<file path="src/sv/nkps_pkg.sv">
package nkps_pkg;

  // Field widths fixed by the item formats.
  localparam int CMD_W     = 2;
  localparam int COORD_W   = 16;
  localparam int COLOR_W   = 16;
  localparam int DIST_W    = 34;
  localparam int CFG_IDX_W = 2;
  // Slot numbers are at most fifteen, so four bits always hold one.
  localparam int IDX_W     = 4;

  // Commands carried by an input item.
  localparam logic [CMD_W-1:0] CMD_CLEAR  = 2'd0;
  localparam logic [CMD_W-1:0] CMD_INSERT = 2'd1;
  localparam logic [CMD_W-1:0] CMD_EMIT   = 2'd2;

  // Configuration register indexes.
  localparam logic [CFG_IDX_W-1:0] REG_CENTER_X = 2'd0;
  localparam logic [CFG_IDX_W-1:0] REG_CENTER_Y = 2'd1;

  // Operations broadcast to every cell of the chain.
  typedef logic [2:0] cell_op_t;
  localparam cell_op_t OP_HOLD  = 3'd0;
  localparam cell_op_t OP_CLEAR = 3'd1;
  localparam cell_op_t OP_INS   = 3'd2;
  localparam cell_op_t OP_DEL   = 3'd3;
  localparam cell_op_t OP_ROT   = 3'd4;

  // One kept entry, including the slot number it occupies.
  typedef struct packed {
    logic               valid;
    logic [DIST_W-1:0]  dist_sq;
    logic [IDX_W-1:0]   slot;
    logic [COORD_W-1:0] x;
    logic [COORD_W-1:0] y;
    logic [COLOR_W-1:0] color;
  } entry_t;

endpackage

</file>
<file path="src/sv/nkps_ifs.sv">
// Input item channel.
interface nkps_in_if;
  logic                                valid;
  logic                                ready;
  logic [nkps_pkg::CMD_W-1:0]          command;
  logic signed [nkps_pkg::COORD_W-1:0] pos_x;
  logic signed [nkps_pkg::COORD_W-1:0] pos_y;
  logic [nkps_pkg::COLOR_W-1:0]        color;

  modport source (output valid, command, pos_x, pos_y, color, input ready);
  modport sink   (input valid, command, pos_x, pos_y, color, output ready);
endinterface

// Result item channel.
interface nkps_out_if;
  logic                                valid;
  logic                                ready;
  logic                                entry_valid;
  logic signed [nkps_pkg::COORD_W-1:0] out_x;
  logic signed [nkps_pkg::COORD_W-1:0] out_y;
  logic [nkps_pkg::COLOR_W-1:0]        out_color;
  logic [nkps_pkg::DIST_W-1:0]         distance_sq;
  logic                                last;

  modport source (output valid, entry_valid, out_x, out_y, out_color, distance_sq, last,
                  input ready);
  modport sink   (input valid, entry_valid, out_x, out_y, out_color, distance_sq, last,
                  output ready);
endinterface

// Configuration write channel.
interface nkps_cfg_if;
  logic                           valid;
  logic                           ready;
  logic [nkps_pkg::CFG_IDX_W-1:0] index;
  logic [nkps_pkg::COORD_W-1:0]   data;

  modport source (output valid, index, data, input ready);
  modport sink   (input valid, index, data, output ready);
endinterface

</file>
<file path="src/sv/nearest_k_point_selector.sv">
// Channel   Direction  Handshake      Payload
// in_chan   input      valid/ready    command, pos_x, pos_y, color
// out_chan  output     valid/ready    entry_valid, out_x, out_y, out_color, distance_sq, last
// cfg_chan  input      valid/ready    index, data (center_x, center_y)
//
// A clear item acts in the cycle it is accepted. An insert item steps through accept,
// square, sum, decide (removing the farthest entry when the table is full and the new
// point is strictly nearer) and insertion; a point that a full table drops ends at decide.
// An emit item rotates the cell chain SLOTS times and gives one result per kept entry
// (one empty result if none); a result step waits while the output register is still full.
// Reset is synchronous and empties the table; center registers reset to zero.
// A new item is accepted whenever the sequencer is idle, even while a result waits.
module nearest_k_point_selector #(
  parameter int SLOTS = 5
) (
  input  logic            clk,
  input  logic            rst_n,
  nkps_in_if.sink         in_chan,
  nkps_out_if.source      out_chan,
  nkps_cfg_if.sink        cfg_chan
);

  localparam int SLOT_W = (SLOTS > 1) ? $clog2(SLOTS) : 1;
  localparam int NXT    = (SLOTS > 1) ? 1 : 0;

  localparam logic [2:0] S_IDLE = 3'd0;
  localparam logic [2:0] S_SQ   = 3'd1;
  localparam logic [2:0] S_SUM  = 3'd2;
  localparam logic [2:0] S_DEC  = 3'd3;
  localparam logic [2:0] S_INS  = 3'd4;
  localparam logic [2:0] S_EMIT = 3'd5;

  logic [2:0]                         state_r, state_nxt;
  logic [nkps_pkg::COORD_W-1:0]       cx_r, cy_r;
  logic signed [nkps_pkg::COORD_W:0]  dx_r, dy_r, dx_nxt, dy_nxt;
  logic signed [nkps_pkg::DIST_W-1:0] sqx_s, sqy_s;
  logic [nkps_pkg::DIST_W-1:0]        sqx_r, sqy_r, dist_r;
  logic [nkps_pkg::COORD_W-1:0]       px_r, py_r;
  logic [nkps_pkg::COLOR_W-1:0]       pc_r;
  logic [SLOTS-1:0]                   used_r, used_nxt;
  logic [SLOT_W-1:0]                  cnt_r, cnt_nxt;
  nkps_pkg::cell_op_t                 op;
  nkps_pkg::entry_t                   new_ent, tail_ent;
  nkps_pkg::entry_t                   ent_a [SLOTS];
  logic                               lt_a [SLOTS];
  logic                               eq_a [SLOTS];
  logic [SLOTS-1:0]                   vld_vec;
  logic [nkps_pkg::IDX_W-1:0]         free_idx, vict_slot;
  logic                               in_acc, full, step_en, emit_item, prev_eq;
  logic                               out_free;
  logic                               out_vld_r, out_ent_r, out_last_r;
  logic [nkps_pkg::COORD_W-1:0]       out_x_r, out_y_r;
  logic [nkps_pkg::COLOR_W-1:0]       out_c_r;
  logic [nkps_pkg::DIST_W-1:0]        out_d_r;

  assign in_acc        = in_chan.valid && in_chan.ready;
  assign in_chan.ready = (state_r == S_IDLE);
  assign cfg_chan.ready = 1'b1;
  assign out_free      = !out_vld_r || out_chan.ready;

  // Center registers.
  always_ff @(posedge clk) begin
    if (!rst_n) begin
      cx_r <= '0;
      cy_r <= '0;
    end else if (cfg_chan.valid) begin
      if (cfg_chan.index == nkps_pkg::REG_CENTER_X) begin
        cx_r <= cfg_chan.data;
      end
      if (cfg_chan.index == nkps_pkg::REG_CENTER_Y) begin
        cy_r <= cfg_chan.data;
      end
    end
  end

  // Distance datapath: difference, square, sum, one register per step.
  assign dx_nxt = {in_chan.pos_x[nkps_pkg::COORD_W-1], in_chan.pos_x} -
                  {cx_r[nkps_pkg::COORD_W-1], cx_r};
  assign dy_nxt = {in_chan.pos_y[nkps_pkg::COORD_W-1], in_chan.pos_y} -
                  {cy_r[nkps_pkg::COORD_W-1], cy_r};
  assign sqx_s  = dx_r * dx_r;
  assign sqy_s  = dy_r * dy_r;

  always_ff @(posedge clk) begin
    if (in_acc) begin
      dx_r <= dx_nxt;
      dy_r <= dy_nxt;
      px_r <= in_chan.pos_x;
      py_r <= in_chan.pos_y;
      pc_r <= in_chan.color;
    end
    sqx_r  <= $unsigned(sqx_s);
    sqy_r  <= $unsigned(sqy_s);
    if (state_r == S_SUM) begin
      dist_r <= sqx_r + sqy_r;
    end
  end

  // Lowest free slot number.
  always_comb begin
    free_idx = '0;
    for (int i = SLOTS - 1; i >= 0; i--) begin
      if (!used_r[i]) begin
        free_idx = nkps_pkg::IDX_W'(i);
      end
    end
  end

  // Entry offered to the chain on insertion.
  always_comb begin
    new_ent.valid   = 1'b1;
    new_ent.dist_sq = dist_r;
    new_ent.slot    = free_idx;
    new_ent.x       = px_r;
    new_ent.y       = py_r;
    new_ent.color   = pc_r;
  end

  // Slot of the first entry at the largest distance, and the valid vector.
  always_comb begin
    vict_slot = '0;
    prev_eq   = 1'b0;
    for (int i = 0; i < SLOTS; i++) begin
      if (eq_a[i] && !prev_eq) begin
        vict_slot = vict_slot | ent_a[i].slot;
      end
      prev_eq    = eq_a[i];
      vld_vec[i] = ent_a[i].valid;
    end
  end

  assign full = ent_a[SLOTS-1].valid;

  // The last cell takes the head back during rotation, else an empty entry.
  always_comb begin
    tail_ent       = '0;
    if (op == nkps_pkg::OP_ROT) begin
      tail_ent = ent_a[0];
    end
  end

  // The chain of cells.
  for (genvar g = 0; g < SLOTS; g++) begin : g_cell
    if (g == 0) begin : g_head
      nkps_cell u_cell (
        .clk       (clk),
        .rst_n     (rst_n),
        .op        (op),
        .new_ent   (new_ent),
        .left_ent  (new_ent),
        .left_lt   (1'b0),
        .right_ent ((SLOTS > 1) ? ent_a[NXT] : tail_ent),
        .last_dist (ent_a[SLOTS-1].dist_sq),
        .ent       (ent_a[g]),
        .lt        (lt_a[g]),
        .eq        (eq_a[g])
      );
    end else begin : g_body
      nkps_cell u_cell (
        .clk       (clk),
        .rst_n     (rst_n),
        .op        (op),
        .new_ent   (new_ent),
        .left_ent  (ent_a[g-1]),
        .left_lt   (lt_a[g-1]),
        .right_ent ((g == SLOTS - 1) ? tail_ent : ent_a[(g == SLOTS - 1) ? g : g + 1]),
        .last_dist (ent_a[SLOTS-1].dist_sq),
        .ent       (ent_a[g]),
        .lt        (lt_a[g]),
        .eq        (eq_a[g])
      );
    end
  end

  // Emit stepping: a step that gives a result needs a free output register.
  assign emit_item = ent_a[0].valid || (cnt_r == '0);
  assign step_en   = out_free || !emit_item;

  // Sequencer.
  always_comb begin
    state_nxt = state_r;
    used_nxt  = used_r;
    cnt_nxt   = cnt_r;
    op        = nkps_pkg::OP_HOLD;
    case (state_r)
      S_IDLE: begin
        if (in_acc) begin
          if (in_chan.command == nkps_pkg::CMD_CLEAR) begin
            op       = nkps_pkg::OP_CLEAR;
            used_nxt = '0;
          end else if (in_chan.command == nkps_pkg::CMD_INSERT) begin
            state_nxt = S_SQ;
          end else if (in_chan.command == nkps_pkg::CMD_EMIT) begin
            cnt_nxt   = '0;
            state_nxt = S_EMIT;
          end
        end
      end
      S_SQ: begin
        state_nxt = S_SUM;
      end
      S_SUM: begin
        state_nxt = S_DEC;
      end
      S_DEC: begin
        if (!full) begin
          state_nxt = S_INS;
        end else if (dist_r < ent_a[SLOTS-1].dist_sq) begin
          op                          = nkps_pkg::OP_DEL;
          used_nxt[vict_slot[SLOT_W-1:0]] = 1'b0;
          state_nxt                   = S_INS;
        end else begin
          state_nxt = S_IDLE;
        end
      end
      S_INS: begin
        op                             = nkps_pkg::OP_INS;
        used_nxt[free_idx[SLOT_W-1:0]] = 1'b1;
        state_nxt                      = S_IDLE;
      end
      S_EMIT: begin
        if (step_en) begin
          op = nkps_pkg::OP_ROT;
          if (cnt_r == SLOT_W'(SLOTS - 1)) begin
            state_nxt = S_IDLE;
          end else begin
            cnt_nxt = cnt_r + 1'b1;
          end
        end
      end
      default: begin
        state_nxt = S_IDLE;
      end
    endcase
  end

  always_ff @(posedge clk) begin
    if (!rst_n) begin
      state_r <= S_IDLE;
      used_r  <= '0;
      cnt_r   <= '0;
    end else begin
      state_r <= state_nxt;
      used_r  <= used_nxt;
      cnt_r   <= cnt_nxt;
    end
  end

  // Output register.
  always_ff @(posedge clk) begin
    if (!rst_n) begin
      out_vld_r <= 1'b0;
    end else if ((state_r == S_EMIT) && step_en && emit_item) begin
      out_vld_r <= 1'b1;
    end else if (out_chan.ready) begin
      out_vld_r <= 1'b0;
    end
  end

  always_ff @(posedge clk) begin
    if ((state_r == S_EMIT) && step_en && emit_item) begin
      out_ent_r  <= ent_a[0].valid;
      out_x_r    <= ent_a[0].valid ? ent_a[0].x : '0;
      out_y_r    <= ent_a[0].valid ? ent_a[0].y : '0;
      out_c_r    <= ent_a[0].valid ? ent_a[0].color : '0;
      out_d_r    <= ent_a[0].valid ? ent_a[0].dist_sq : '0;
      out_last_r <= !ent_a[0].valid || (cnt_r == SLOT_W'(SLOTS - 1)) || !ent_a[NXT].valid;
    end
  end

  assign out_chan.valid       = out_vld_r;
  assign out_chan.entry_valid = out_ent_r;
  assign out_chan.out_x       = out_x_r;
  assign out_chan.out_y       = out_y_r;
  assign out_chan.out_color   = out_c_r;
  assign out_chan.distance_sq = out_d_r;
  assign out_chan.last        = out_last_r;

  // An empty-table result always closes its run.
  a_empty_last: assert property (@(posedge clk) disable iff (!rst_n)
    out_vld_r && !out_ent_r |-> out_last_r)
    else $error("empty result without last flag");

  // While idle, slot bookkeeping agrees with the number of kept entries.
  a_used_count: assert property (@(posedge clk) disable iff (!rst_n)
    state_r == S_IDLE |-> $countones(used_r) == $countones(vld_vec))
    else $error("slot usage mask out of step with cell chain");

  // Outside a rotation the valid entries sit packed at the head of the chain.
  a_packed: assert property (@(posedge clk) disable iff (!rst_n)
    state_r != S_EMIT |-> (vld_vec & (vld_vec + 1'b1)) == '0)
    else $error("cell chain has a gap");

endmodule

</file>
<file path="src/sv/nkps_cell.sv">
// One cell of the sorted chain. The chain is kept ordered by distance and
// then by slot number, with the valid entries packed at the low end.
module nkps_cell (
  input  logic                          clk,
  input  logic                          rst_n,
  input  nkps_pkg::cell_op_t            op,
  input  nkps_pkg::entry_t              new_ent,
  input  nkps_pkg::entry_t              left_ent,
  input  logic                          left_lt,
  input  nkps_pkg::entry_t              right_ent,
  input  logic [nkps_pkg::DIST_W-1:0]   last_dist,
  output nkps_pkg::entry_t              ent,
  output logic                          lt,
  output logic                          eq
);

  nkps_pkg::entry_t ent_r;
  nkps_pkg::entry_t ent_nxt;

  // The new entry sorts before this one (an empty cell sorts last).
  assign lt = !ent_r.valid || (new_ent.dist_sq < ent_r.dist_sq) ||
              ((new_ent.dist_sq == ent_r.dist_sq) && (new_ent.slot < ent_r.slot));

  // This cell shares the distance of the last cell, the largest kept one when full.
  assign eq = ent_r.valid && (ent_r.dist_sq == last_dist);

  assign ent = ent_r;

  // Next content from the broadcast operation and the neighbors.
  always_comb begin
    ent_nxt = ent_r;
    case (op)
      nkps_pkg::OP_CLEAR: begin
        ent_nxt.valid = 1'b0;
      end
      nkps_pkg::OP_INS: begin
        if (lt) begin
          ent_nxt = left_lt ? left_ent : new_ent;
        end
      end
      nkps_pkg::OP_DEL: begin
        if (eq) begin
          ent_nxt = right_ent;
        end
      end
      nkps_pkg::OP_ROT: begin
        ent_nxt = right_ent;
      end
      default: begin
        ent_nxt = ent_r;
      end
    endcase
  end

  // Only the valid bit is cleared by reset.
  always_ff @(posedge clk) begin
    if (!rst_n) begin
      ent_r.valid <= 1'b0;
    end else begin
      ent_r <= ent_nxt;
    end
  end

endmodule

</file>
<file path="src/flat_wrapper.sv">
// flat-port wrapper written by rule: the top's interface ports become plain ports
module nearest_k_point_selector_flat 
#(
  parameter int SLOTS = 5
)
  (clk, rst_n, in_chan_valid, in_chan_command, in_chan_pos_x, in_chan_pos_y, in_chan_color, in_chan_ready, out_chan_valid, out_chan_entry_valid, out_chan_out_x, out_chan_out_y, out_chan_out_color, out_chan_distance_sq, out_chan_last, out_chan_ready, cfg_chan_valid, cfg_chan_index, cfg_chan_data, cfg_chan_ready);
  nkps_in_if in_chan_i ();
  nkps_out_if out_chan_i ();
  nkps_cfg_if cfg_chan_i ();
  input  logic clk;
  input  logic rst_n;
  input wire logic [$bits(in_chan_i.valid)-1:0] in_chan_valid;
  input wire logic [$bits(in_chan_i.command)-1:0] in_chan_command;
  input wire logic [$bits(in_chan_i.pos_x)-1:0] in_chan_pos_x;
  input wire logic [$bits(in_chan_i.pos_y)-1:0] in_chan_pos_y;
  input wire logic [$bits(in_chan_i.color)-1:0] in_chan_color;
  output wire logic [$bits(in_chan_i.ready)-1:0] in_chan_ready;
  output wire logic [$bits(out_chan_i.valid)-1:0] out_chan_valid;
  output wire logic [$bits(out_chan_i.entry_valid)-1:0] out_chan_entry_valid;
  output wire logic [$bits(out_chan_i.out_x)-1:0] out_chan_out_x;
  output wire logic [$bits(out_chan_i.out_y)-1:0] out_chan_out_y;
  output wire logic [$bits(out_chan_i.out_color)-1:0] out_chan_out_color;
  output wire logic [$bits(out_chan_i.distance_sq)-1:0] out_chan_distance_sq;
  output wire logic [$bits(out_chan_i.last)-1:0] out_chan_last;
  input wire logic [$bits(out_chan_i.ready)-1:0] out_chan_ready;
  input wire logic [$bits(cfg_chan_i.valid)-1:0] cfg_chan_valid;
  input wire logic [$bits(cfg_chan_i.index)-1:0] cfg_chan_index;
  input wire logic [$bits(cfg_chan_i.data)-1:0] cfg_chan_data;
  output wire logic [$bits(cfg_chan_i.ready)-1:0] cfg_chan_ready;
  assign in_chan_i.valid = in_chan_valid;
  assign in_chan_i.command = in_chan_command;
  assign in_chan_i.pos_x = in_chan_pos_x;
  assign in_chan_i.pos_y = in_chan_pos_y;
  assign in_chan_i.color = in_chan_color;
  assign in_chan_ready = in_chan_i.ready;
  assign out_chan_valid = out_chan_i.valid;
  assign out_chan_entry_valid = out_chan_i.entry_valid;
  assign out_chan_out_x = out_chan_i.out_x;
  assign out_chan_out_y = out_chan_i.out_y;
  assign out_chan_out_color = out_chan_i.out_color;
  assign out_chan_distance_sq = out_chan_i.distance_sq;
  assign out_chan_last = out_chan_i.last;
  assign out_chan_i.ready = out_chan_ready;
  assign cfg_chan_i.valid = cfg_chan_valid;
  assign cfg_chan_i.index = cfg_chan_index;
  assign cfg_chan_i.data = cfg_chan_data;
  assign cfg_chan_ready = cfg_chan_i.ready;
  nearest_k_point_selector #(.SLOTS(SLOTS)) u_core (.clk(clk), .rst_n(rst_n), .in_chan(in_chan_i), .out_chan(out_chan_i), .cfg_chan(cfg_chan_i));
endmodule
</file>
<file path="config.mk">
export PLATFORM = sky130hd
export DESIGN_NAME = nearest_k_point_selector_flat
export DESIGN_NICKNAME = d
export VERILOG_FILES = /design/src/sv/nkps_pkg.sv /design/src/sv/nkps_ifs.sv /design/src/sv/nearest_k_point_selector.sv /design/src/sv/nkps_cell.sv /design/src/flat_wrapper.sv
export SDC_FILE = /design/constraint.sdc
export NUM_CORES = 2
export LEC_CHECK = 0
export BUFFER_PORTS_ARGS = -buffer_cell sky130_fd_sc_hd__buf_4
export CORE_AREA = 2 2 306 308
export DETAILED_ROUTE_END_ITERATION = 8
export DIE_AREA = 0 0 308 310
export PLACE_DENSITY = 0.82
export SLEW_MARGIN = 20
export SYNTH_ARGS = -nofsm -noshare
export SYNTH_HDL_FRONTEND = slang
export SYNTH_SLANG_ARGS = --single-unit
</file>
<file path="constraint.sdc">
create_clock -name clk -period 11.5 [get_ports clk]
set_clock_uncertainty 0.2 [all_clocks]
set_input_delay 1.15 -clock clk [delete_from_list [all_inputs] [get_ports clk]]
set_output_delay 1.15 -clock clk [all_outputs]
set_load 0.005 [all_outputs]
</file>
==> metrics.json <==
{
  "logic_synthesis": {
    "most_numerous_cell_types_in_the_synthesized_netlist": "inv_1, nand2_1, edfxtp_1",
    "synthMostInstantiatedCell": "inv_1",
    "synthTopCellsByArea": "edfxtp_1, fa_1, ha_1",
    "synth.cell_area_sq_mm": 0.05946,
    "synth-seq-cells": 745,
    "ys_dominant_reg_cell": "edfxtp_1",
    "synth.net_count": 6857,
    "syn-instance-count": 5819,
    "post-synth-top-area-cell": "edfxtp_1",
    "synth_async_sr_flop_share_pct": 0,
    "share_of_the_yosys_chip_area_belonging_to_registers_pct": 35.69,
    "synth-edff-count": 630,
    "average_footprint_of_a_synthesized_cell_sq_um": 10.22,
    "ys.warnings.count": 0,
    "yosysUniqueCellTypes": 82,
    "post-synth-top-area-fraction_pct": 31.82
  },
  "die": {
    "std_cell_rows": 112,
    "fp.dieArea_sq_mm": 0.09548,
    "chipHeight_um": 310,
    "die_width_um": 308,
    "initial_utilization_pct": 64.29,
    "pin_count": 160,
    "core_area_sq_mm": 0.09249
  },
  "clock_tree": {
    "clkSlewWorstSetupHoldPaths_ps": 60,
    "tritoncts": "yes",
    "ctsHtreeMaxLevel": 3,
    "postCtsHoldBufs": 0,
    "worstSkewPairLatency_ps": 690,
    "postCtsResizedCells": 0,
    "cts.root.buffer_cell": "clkbuf_16",
    "max-clock-path-buffers": 3,
    "cts.sink_count": 745,
    "cts_setup_buffers": 0,
    "cts_inserted_buffers": 83
  },
  "routing": {
    "dr.first_iter.drc_count": 5329,
    "drt-pass1-iter-count": 6,
    "drc": 0,
    "route.antenna.remaining_nets": 0,
    "routed_wirelength_mm": 159.2,
    "vias_per_cell": 6.064,
    "dr_total_vias": 43200,
    "wire_per_inst_um": 22.35
  },
  "job": {
    "cap_violations": 0
  },
  "worst_setup_path": {
    "critical_path_arrival_ps": 7690,
    "setup.worst_path.start_class": "flop",
    "worst_ep_required_time_ps": 11840,
    "critical_path_class": "reg2reg",
    "crit_path_max_fanout": 13,
    "crit_path_end_kind": "flop"
  },
  "global_routing": {
    "grt_overflow_total": 0,
    "grt_pass1_wl_mm": 246.5,
    "grt_start_max_net_pins": 280,
    "antenna_violations_before_repair": 9,
    "gr-usage-all-layers_pct": 33.86,
    "grt_pass1_vias": 43470
  },
  "sta": {
    "post-route-period-util_pct": 63.93,
    "max_slew_margin_pct": 23.32,
    "rsz0062_at_grt": "no",
    "max_freq_ghz": 0.1360,
    "finalMaxSlewViolations": 0,
    "fin_tns_setup_ps": 0,
    "post-route-worst-setup-slack_ps": 4148,
    "fin_worst_hold_slack_ps": 266.7,
    "actual_slew_at_the_worst_max_slew_pin_ps": 1150,
    "timing.final.crit_period_ps": 7352,
    "final_hold_vios": 0,
    "finalSetupViolCount": 0
  },
  "run_status": {
    "run_status": "finished clean"
  },
  "placement": {
    "gp_congestion": 0.9885,
    "post-place-ws_ps": 4124,
    "total_half_perimeter_wirelength_after_legalization_and_detailed_placement_mm": 113.6,
    "numPortBuffers": 158
  },
  "layout": {
    "synthToLayoutAreaGrowth_pct": 8.556,
    "register_area_sq_mm": 0.02122,
    "layout-drive-gt1-share_pct": 6.267,
    "finish.net_count": 6888,
    "multi_input_comb_area_sq_mm": 0.03396,
    "num-fill-cells": 6633
  },
  "min_path": {
    "min-delay-path-class": "reg2reg"
  }
}
layout make-up:
type	count	area share (%)
timing repair buffer	195	2.307
antenna	6	0.02326
clock buffer	105	3.617
tap	1197	2.320
clock inverter	50	0.9905
inverter	904	5.257
sequential	745	32.88
multi-input combinational	3921	52.61
cells by family after synthesis:
logic type      after synthesis  share of synthesized area (%)
flops                       745                          35.69
mux                         310                          5.218
compound gates              957                          9.606
xor+xnor                    273                          4.034
simple gates               1415                          11.00
fa+ha+maj                   965                          27.02
other cells                   1                       0.006307
buf+inv                    1153                          7.430
layer usage:
metal,track usage [%],wire (um)
met5,0,26
met3,6.695,16180
met2,54.84,74050
met4,13.40,6639
met1,45.24,62320
through the flow:
step | utilization [%] | instances | cell area (sq um)
CTS | 69.78 | 7117 | 64530
floorplan | - | 5819 | 59460
detailed placement | 66.56 | 6962 | 61560
global route | 69.78 | 7117 | 64530
finish | 69.79 | 7123 | 64550
global placement | 66.56 | 6962 | 61560
critical path, cell delays in order (launching register included):
cell	delay, ps
edfxtp_1	680
inv_1	270
nor2_1	280
fa_1	450
inv_1	100
fa_1	420
fa_1	510
inv_1	50
fa_1	500
fa_1	510
inv_1	50
fa_1	470
inv_1	40
ha_1	340
and4_1	240
and3_1	190
a21oi_1	350
o21ai_0	290
o311ai_0	610
a31oi_1	210
a21o_1	220
a21oi_1	160
xnor2_1	70
sequential cells by signal, summed over array words and instances (netlist names):
name and cells:
u_core.out_chan.out_y 16, u_core.out_chan.entry_valid 1, u_core.dist_r 34, u_core.out_chan.out_color 16, u_core.cy_r 16, u_core.cx_r 16
u_core.dy_r 17, u_core.used_r 5, u_core.py_r 16, u_core.sqx_r 33, u_core.g_cell.g_head.u_cell.ent 87, u_core.out_chan.distance_sq 34
u_core.g_cell.g_body.u_cell.ent 348, u_core.px_r 16, u_core.out_chan.out_x 16, u_core.out_chan.valid 1, u_core.state_r 3, u_core.out_chan.last 1
u_core.pc_r 16, u_core.dx_r 17, u_core.cnt_r 3, u_core.sqy_r 33
worst paths after layout:
check / start / end / slack (ps) / cells after the start
setup / recovery: u_core.dy_r[11] / u_core.sqy_r[33] / 4150 / 22
setup reg to reg: u_core.dy_r[11] / u_core.sqy_r[33] / 4150 / 22
hold reg to reg: u_core.cx_r[8] / u_core.cx_r[8] / 270 / 2
hold / removal: u_core.cx_r[8] / u_core.cx_r[8] / 270 / 2
cell usage in the layout, fill, tap and decap left out, types with 8 or more instances in the layout:
cell type | synthesis | final
inv_1 | 904 | 904
nand2_1 | 785 | 784
edfxtp_1 | 630 | 630
fa_1 | 532 | 532
ha_1 | 433 | 433
o21ai_0 | 428 | 428
mux2i_1 | 310 | 310
and2_1 | 201 | 197
buf_4 | 3 | 193
a21oi_1 | 184 | 182
xnor2_1 | 151 | 151
nor2_1 | 144 | 142
xor2_1 | 121 | 121
dfxtp_1 | 115 | 114
a21o_1 | 112 | 112
clkbuf_16 | 0 | 87
nand4_1 | 67 | 67
nor2b_1 | 54 | 53
a21boi_0 | 51 | 51
o22ai_1 | 39 | 38
nor3_1 | 30 | 30
nor4_1 | 30 | 29
nand3_1 | 25 | 25
o21a_1 | 20 | 20
nand2b_1 | 17 | 17
a211oi_1 | 20 | 17
and3_1 | 14 | 14
clkinv_1 | 0 | 14
a31o_2 | 12 | 12
a31oi_1 | 12 | 11
o21bai_1 | 10 | 10
bufinv_16 | 0 | 10
clkinv_2 | 0 | 10
or3_1 | 9 | 9
clkbuf_1 | 210 | 9
clkbuf_8 | 0 | 9
o211ai_1 | 8 | 8
Power is not shown: default switching activity piles up to over one toggle a cycle in this logic, so the estimate is an artifact.
